$ cat src/hw/rtl/ffmq_pkg.sv
package ffmq_pkg;

  localparam int DEPTH = 16;
  localparam int IDX_W = $clog2(DEPTH);
  localparam int CNT_W = $clog2(DEPTH + 1);
  localparam int ID_W = 16;
  localparam int SIZE_W = 8;
  localparam int OCC_W = 5;
  localparam int STAT_W = 2;
  localparam int IN_DATA_W = 40;
  localparam int OUT_DATA_W = 32;

  localparam logic REQ_PUSH = 1'b0;
  localparam logic REQ_MATCH = 1'b1;

  localparam logic [STAT_W-1:0] STAT_OK = 2'd0;
  localparam logic [STAT_W-1:0] STAT_FULL = 2'd1;
  localparam logic [STAT_W-1:0] STAT_NONE = 2'd2;

  typedef enum logic [1:0] {
    ST_IDLE,
    ST_SCAN,
    ST_EMIT
  } state_t;

endpackage

$ cat src/hw/rtl/first_fit_match_queue_top.sv
// Ordered queue of up to DEPTH (id, size) entries with first-fit removal.
// Input channel (in_*): one request per transaction. tuser = request type
// (push or match); tdata carries entry id/size for a push, wanted size and
// free seats for a match. Output channel (out_*): exactly one result per
// request, in request order: tuser = status, tdata = removed id/size and the
// occupancy after the request.
// Sequence: a push goes from acceptance to the emit step, then to the output
// register. A match walks the entries oldest first through one shared size
// comparator, one entry per cycle, and goes to the emit step on the first hit
// or once every held entry is tried without a hit. Removal closes the gap by
// shifting the younger entries down in the same cycle.
// in_tready is high only while the sequencer is idle; one request is in work
// at a time. The next request can be taken in the cycle its predecessor's
// result goes valid, so no request is taken before the last one is done.
// A finished result sits in the output register until taken; a stalled
// receiver holds the sequencer in its emit step, so no result is ever lost.
// Reset (rst_n low, synchronous) empties the queue and drops any pending
// result; slot contents are not cleared since only held entries are read.
module first_fit_match_queue_top (
  input  logic        clk,
  input  logic        rst_n,
  input  logic        in_tvalid,
  output logic        in_tready,
  // [15:0] entry_id, [23:16] entry_size, [31:24] wanted_size, [39:32] free_seats
  input  logic [ffmq_pkg::IN_DATA_W-1:0] in_tdata,
  // [0] req_type
  input  logic        in_tuser,
  output logic        out_tvalid,
  input  logic        out_tready,
  // [15:0] found_id, [23:16] found_size, [28:24] occupancy, [31:29] zero
  output logic [ffmq_pkg::OUT_DATA_W-1:0] out_tdata,
  // [1:0] status
  output logic [ffmq_pkg::STAT_W-1:0] out_tuser
);

  localparam int IDX_W = ffmq_pkg::IDX_W;
  localparam int CNT_W = ffmq_pkg::CNT_W;
  localparam int ID_W = ffmq_pkg::ID_W;
  localparam int SIZE_W = ffmq_pkg::SIZE_W;
  localparam int OCC_W = ffmq_pkg::OCC_W;
  localparam int STAT_W = ffmq_pkg::STAT_W;
  localparam int DEPTH = ffmq_pkg::DEPTH;

  ffmq_pkg::state_t state_r, state_nxt;

  logic [ID_W-1:0]   slot_id_r   [DEPTH];
  logic [SIZE_W-1:0] slot_size_r [DEPTH];
  logic [CNT_W-1:0]  count_r, count_nxt;
  logic [CNT_W-1:0]  idx_r, idx_nxt;

  logic [SIZE_W-1:0] wanted_r, seats_r;

  logic [STAT_W-1:0] res_status_r, res_status_nxt;
  logic [ID_W-1:0]   res_id_r, res_id_nxt;
  logic [SIZE_W-1:0] res_size_r, res_size_nxt;

  logic              out_valid_r;
  logic [STAT_W-1:0] out_status_r;
  logic [ID_W-1:0]   out_id_r;
  logic [SIZE_W-1:0] out_size_r;
  logic [OCC_W-1:0]  out_occ_r;

  logic              in_fire;
  logic              is_push;
  logic              full;
  logic              push_wr;
  logic              scan_end;
  logic              scan_hit;
  logic              emit_go;
  logic [SIZE_W-1:0] cur_size;
  logic [ID_W-1:0]   cur_id;
  logic [CNT_W+OCC_W-1:0] occ_ext;

  logic [ID_W-1:0]   in_entry_id;
  logic [SIZE_W-1:0] in_entry_size;
  logic [SIZE_W-1:0] in_wanted;
  logic [SIZE_W-1:0] in_seats;

  assign in_entry_id   = in_tdata[ID_W-1:0];
  assign in_entry_size = in_tdata[ID_W+SIZE_W-1:ID_W];
  assign in_wanted     = in_tdata[ID_W+2*SIZE_W-1:ID_W+SIZE_W];
  assign in_seats      = in_tdata[ID_W+3*SIZE_W-1:ID_W+2*SIZE_W];

  assign in_fire  = in_tvalid && in_tready;
  assign is_push  = (in_tuser == ffmq_pkg::REQ_PUSH);
  assign full     = (count_r == CNT_W'(DEPTH));
  assign push_wr  = in_fire && is_push && !full;

  // shared compare unit: one entry per cycle
  assign cur_size = slot_size_r[idx_r[IDX_W-1:0]];
  assign cur_id   = slot_id_r[idx_r[IDX_W-1:0]];
  assign scan_end = (idx_r >= count_r);
  assign scan_hit = !scan_end && (cur_size <= seats_r) &&
                    ((wanted_r == '0) || (cur_size == wanted_r));
  assign emit_go  = !out_valid_r || out_tready;

  // next state
  always_comb begin
    state_nxt = state_r;
    unique case (state_r)
      ffmq_pkg::ST_IDLE: begin
        if (in_fire) begin
          state_nxt = is_push ? ffmq_pkg::ST_EMIT : ffmq_pkg::ST_SCAN;
        end
      end
      ffmq_pkg::ST_SCAN: begin
        if (scan_end || scan_hit) begin
          state_nxt = ffmq_pkg::ST_EMIT;
        end
      end
      ffmq_pkg::ST_EMIT: begin
        if (emit_go) begin
          state_nxt = ffmq_pkg::ST_IDLE;
        end
      end
      default: state_nxt = ffmq_pkg::ST_IDLE;
    endcase
  end

  // outputs and datapath control
  always_comb begin
    in_tready      = 1'b0;
    count_nxt      = count_r;
    idx_nxt        = idx_r;
    res_status_nxt = res_status_r;
    res_id_nxt     = res_id_r;
    res_size_nxt   = res_size_r;
    unique case (state_r)
      ffmq_pkg::ST_IDLE: begin
        in_tready = 1'b1;
        if (in_fire) begin
          idx_nxt        = '0;
          res_id_nxt     = '0;
          res_size_nxt   = '0;
          res_status_nxt = ffmq_pkg::STAT_OK;
          if (is_push) begin
            if (full) begin
              res_status_nxt = ffmq_pkg::STAT_FULL;
            end else begin
              count_nxt = count_r + CNT_W'(1);
            end
          end
        end
      end
      ffmq_pkg::ST_SCAN: begin
        if (scan_end) begin
          res_status_nxt = ffmq_pkg::STAT_NONE;
        end else if (scan_hit) begin
          res_status_nxt = ffmq_pkg::STAT_OK;
          res_id_nxt     = cur_id;
          res_size_nxt   = cur_size;
          count_nxt      = count_r - CNT_W'(1);
        end else begin
          idx_nxt = idx_r + CNT_W'(1);
        end
      end
      ffmq_pkg::ST_EMIT: begin
      end
      default: begin
      end
    endcase
  end

  always_ff @(posedge clk) begin
    if (!rst_n) begin
      state_r     <= ffmq_pkg::ST_IDLE;
      count_r     <= '0;
      idx_r       <= '0;
      out_valid_r <= 1'b0;
    end else begin
      state_r <= state_nxt;
      count_r <= count_nxt;
      idx_r   <= idx_nxt;
      if (state_r == ffmq_pkg::ST_EMIT && emit_go) begin
        out_valid_r <= 1'b1;
      end else if (out_tready) begin
        out_valid_r <= 1'b0;
      end
    end
  end

  always_ff @(posedge clk) begin
    res_status_r <= res_status_nxt;
    res_id_r     <= res_id_nxt;
    res_size_r   <= res_size_nxt;
    if (in_fire) begin
      wanted_r <= in_wanted;
      seats_r  <= in_seats;
    end
    if (state_r == ffmq_pkg::ST_EMIT && emit_go) begin
      out_status_r <= res_status_r;
      out_id_r     <= res_id_r;
      out_size_r   <= res_size_r;
      out_occ_r    <= occ_ext[OCC_W-1:0];
    end
  end

  // slot store: append at tail, close the gap on removal
  always_ff @(posedge clk) begin
    if (push_wr) begin
      slot_id_r[count_r[IDX_W-1:0]]   <= in_entry_id;
      slot_size_r[count_r[IDX_W-1:0]] <= in_entry_size;
    end else if (state_r == ffmq_pkg::ST_SCAN && scan_hit) begin
      for (int k = 0; k < DEPTH - 1; k++) begin
        if (CNT_W'(k) >= idx_r) begin
          slot_id_r[k]   <= slot_id_r[k+1];
          slot_size_r[k] <= slot_size_r[k+1];
        end
      end
    end
  end

  assign occ_ext    = {{OCC_W{1'b0}}, count_r};
  assign out_tvalid = out_valid_r;
  assign out_tuser  = out_status_r;
  assign out_tdata  = {{(ffmq_pkg::OUT_DATA_W - ID_W - SIZE_W - OCC_W){1'b0}},
                       out_occ_r, out_size_r, out_id_r};

`ifndef SYNTH
  a_count_bound: assert property (@(posedge clk) disable iff (!rst_n)
    count_r <= CNT_W'(DEPTH))
    else $error("occupancy above depth");

  a_push_grows: assert property (@(posedge clk) disable iff (!rst_n)
    (in_fire && is_push && !full) |=> (count_r == $past(count_r) + CNT_W'(1)))
    else $error("accepted push did not grow the queue");

  a_scan_idx: assert property (@(posedge clk) disable iff (!rst_n)
    (state_r == ffmq_pkg::ST_SCAN) |-> (idx_r <= count_r))
    else $error("scan index past occupancy");

  a_hit_shrinks: assert property (@(posedge clk) disable iff (!rst_n)
    (state_r == ffmq_pkg::ST_SCAN && scan_hit) |=>
      (count_r == $past(count_r) - CNT_W'(1) && state_r == ffmq_pkg::ST_EMIT))
    else $error("match hit did not remove one entry");

  a_status_legal: assert property (@(posedge clk) disable iff (!rst_n)
    out_valid_r |-> (out_status_r == ffmq_pkg::STAT_OK ||
                     out_status_r == ffmq_pkg::STAT_FULL ||
                     out_status_r == ffmq_pkg::STAT_NONE))
    else $error("illegal result status");
`endif

endmodule
$ cat config.mk
export PLATFORM = sky130hd
export DESIGN_NAME = first_fit_match_queue_top
export DESIGN_NICKNAME = d
export VERILOG_FILES = /design/src/hw/rtl/ffmq_pkg.sv /design/src/hw/rtl/first_fit_match_queue_top.sv
export SDC_FILE = /design/constraint.sdc
export NUM_CORES = 1
export LEC_CHECK = 0
export ABC_AREA = 1
export BUFFER_PORTS_ARGS = -buffer_cell sky130_fd_sc_hd__buf_2
export CELL_PAD_IN_SITES_DETAIL_PLACEMENT = 1
export CELL_PAD_IN_SITES_GLOBAL_PLACEMENT = 2
export CORE_AREA = 3 3 172 341
export DETAILED_ROUTE_END_ITERATION = 6
export DIE_AREA = 0 0 175 344
export PLACE_DENSITY_LB_ADDON = 0.12
export SLEW_MARGIN = 10
export SYNTH_ARGS = -nofsm -noshare
export SYNTH_HDL_FRONTEND = slang
export SYNTH_SLANG_ARGS = --single-unit
$ cat constraint.sdc
create_clock -name clk -period 9.95 [get_ports clk]
set_clock_uncertainty 0.05 [all_clocks]
set_input_delay 0 -clock clk [delete_from_list [all_inputs] [get_ports clk]]
set_output_delay 0 -clock clk [all_outputs]
set_load 0.05 [all_outputs]
==> qor.txt <==
setup repair bufs after CTS - 0
global-route wire length before repair - 126,000 microns
H-tree depth - 2
Syn-to-layout area delta - 12.3%
Global Route Usage Sum - 27.8%
top cell type's share of synthesized area - 56.9%
fin crit share - 72.2%
filler-free cell count of the finished design - 3,485
syn avg cell area - 9.01 sq um
wire per inst - 24.0 microns
fin nets - 2,762
router iterations before antenna repair - 5
initial antenna violation count - 0
CTS root buffer - clkbuf_16
post-route cell area - 27,100 sq um
worst hold slack - 0.0643 ns
placed cell areas - 24,900 sq um
Yosys Warn Count - 0
unrepaired setup endpoints after global routing - false
# DRC - 0
worst vdd ir - 0.000152 V
hold buffers post-CTS - 46
Leakage - 11.4 nW
core area - 56,300 sq um
setup TNS - 0 ns
final WL - 83,600 microns
Seq/Total Area, Yosys - 58.3%
R2R setup slack - 2.77 ns
crit path time final - 7.18 ns
share of cells above drive strength 1 - 8.78%
Initial Util - 42.8%
Die X - 175 microns
GP Congestion - 0.918
hold depth - 2
Sink Count - 474
chip height - 344 microns
total number of vias - 19,400
Worst Path Required - 10.10 ns
MaxCap Viol Count - 0
Routed Antenna Nets - 0
Async SR Flop Fraction - 0%
Seq cells post-synth - 474
main area contributors after synthesis - edfxtp_1, nand2_1, inv_1, o21ai_0, nand3_1
clock buffer depth - 3
vias in the first global route - 20,900
Hold Vio Cnt, Final - 0
CTS tree - done
Buffers on Ports - 77
Setup CP Type - reg -> reg
Netlist cell types - 39
top_reg_cell synth - edfxtp_1
Relative slew margins - 21.1%
CTS-repair resized insts - 0
placed cells - 3,352
PwrDens - 191 nW/um^2
peak fanout along the critical path - 53
Die ar. - 60,200 sq um
FF-to-FF path depth - 15
Slew Limit Fails - 0
largest net degree at the start of global routing - 88
clk_lat worst skew - 0.59 ns
I/O pin cnt - 81
post-synthesis cell area - 24,100 sq um
WP data arrival - 7.33 ns
max frequency - 139 MHz
Antenna diodes - 0
DPL Wire Length - 53,700 microns
GR Overflow Total - 0
CP Capture Type - flop
status - complete, no violations
Slew @ Worst Pin - 1.18 ns
num rows - 123
number of synthesized flops with an enable pin - 457
crit start category - flop
Avg Vias per Cell - 5.56
CTS Buf Count - 47
Worst-path clk slew - 0.07 ns
number of DRC markers in iteration 0 - 1,340
final setup fails - 0
Cells after Synth - 2,676
class of the worst hold path - in -> reg
Synth area leader - edfxtp_1
[worst max-delay path, stage by stage, from the launching register on]
cell and delay (ns):
dfxtp_4 0.78, clkinv_2 1.00, buf_4 0.68, o211ai_1 0.20, nand3_1 0.09, nand3_1 0.18
nand2_1 0.12, ha_1 0.32, nand2_1 0.09, o21ai_0 0.10, nand2_1 0.07, o211ai_1 0.07
a21oi_1 0.34, a21boi_4 0.55, nand3_2 0.86, o22ai_4 1.20
[logic make-up after synthesis]
logic type,share of synthesized area [%]
buf+inv,10.1
other cells,0.0156
fa+ha+maj,1.07
xor+xnor,0.218
simple gates,15.7
compound gates,14.6
flops,58.3
[area by class of cell]
class,count,area [sq um]
Fill cell,6532,29300
Sequential cell,474,14100
Multi-Input combinational cell,1606,7730
Inverter,407,1530
Clock buffer,51,1230
Timing Repair Buffer,161,1130
Tap cell,750,938
Clock inverter,36,439
[metrics by stage]
stage               total power [mW]  util, %  worst slack (ns)
CTS                             5.21     48.1              2.70
detailed placement              3.22     44.3              2.77
floorplan                       2.91        -              5.48
finish                          5.16     48.1              2.77
global placement                3.20     44.3              2.88
global route                    5.37     48.1              2.30
[synthesized netlist by cell type, types with 5 or more instances]
master      n
or2_1       5
dfxtp_1    17
a21oi_1   172
o21ai_2     9
buf_6      15
nand2_1   577
ha_1       19
clkbuf_1   93
nand3_1   244
buf_1      39
inv_1     404
buf_2      38
nor2_1     44
o21ai_1   206
nand3_2     9
o21ai_0   273
edfxtp_1  457
buf_4       6
o211ai_1   11
[per-layer routing]
| metal | wire [microns] | global-route usage, % |
|---|---|---|
| met1 | 29500 | 28.4 |
| met2 | 45100 | 53.4 |
| met3 | 2670 | 2.81 |
| met4 | 6310 | 18.0 |
| met5 | 0 | 0 |
[layout by cell type, fill, tap and decap left out, drive strengths merged, types with 2 or more instances in the layout]
cell type    instances
nand2              577
o21ai              488
edfxtp             457
inv                406
nand3              253
a21oi              172
buf                115
clkbuf              51
dlygate4sd3         46
nor2                44
clkinv              22
ha                  19
dfxtp               17
o211ai              11
bufinv               9
clkinvlp             6
nand4                5
or2                  5
nor4                 4
xor2                 4
nor3                 4
nand3b               3
conb                 3
o31ai                2
xnor2                2
[worst paths after layout]
check,from,end
setup reg to reg,flop,slot_id_r[4][5]
hold / removal,in_tdata[27],wanted_r[3]
setup / recovery,flop,slot_id_r[4][5]
hold reg to reg,res_id_r[2],out_id_r[2]
[report_power, final]
group	switching, mW	leakage (nW)	total, mW	internal (mW)
registers	0.0624	4.31	2.37	2.31
clock network	0.834	0.804	1.97	1.14
logic	0.602	6.33	0.815	0.213
total	1.50	11.4	5.16	3.66
[flip-flops by register name, summed over array words and instances (netlist names), named ones only]
signal,cells
slot_id_r,256
out_occ_r,5
res_status_r,2
res_size_r,8
wanted_r,8
slot_size_r,128
res_id_r,16
out_size_r,8
state_r,2
seats_r,8
idx_r,5
out_tvalid,1
count_r,5
out_tuser,2
out_id_r,16
Note: power is estimated with default switching activity, not from simulation.
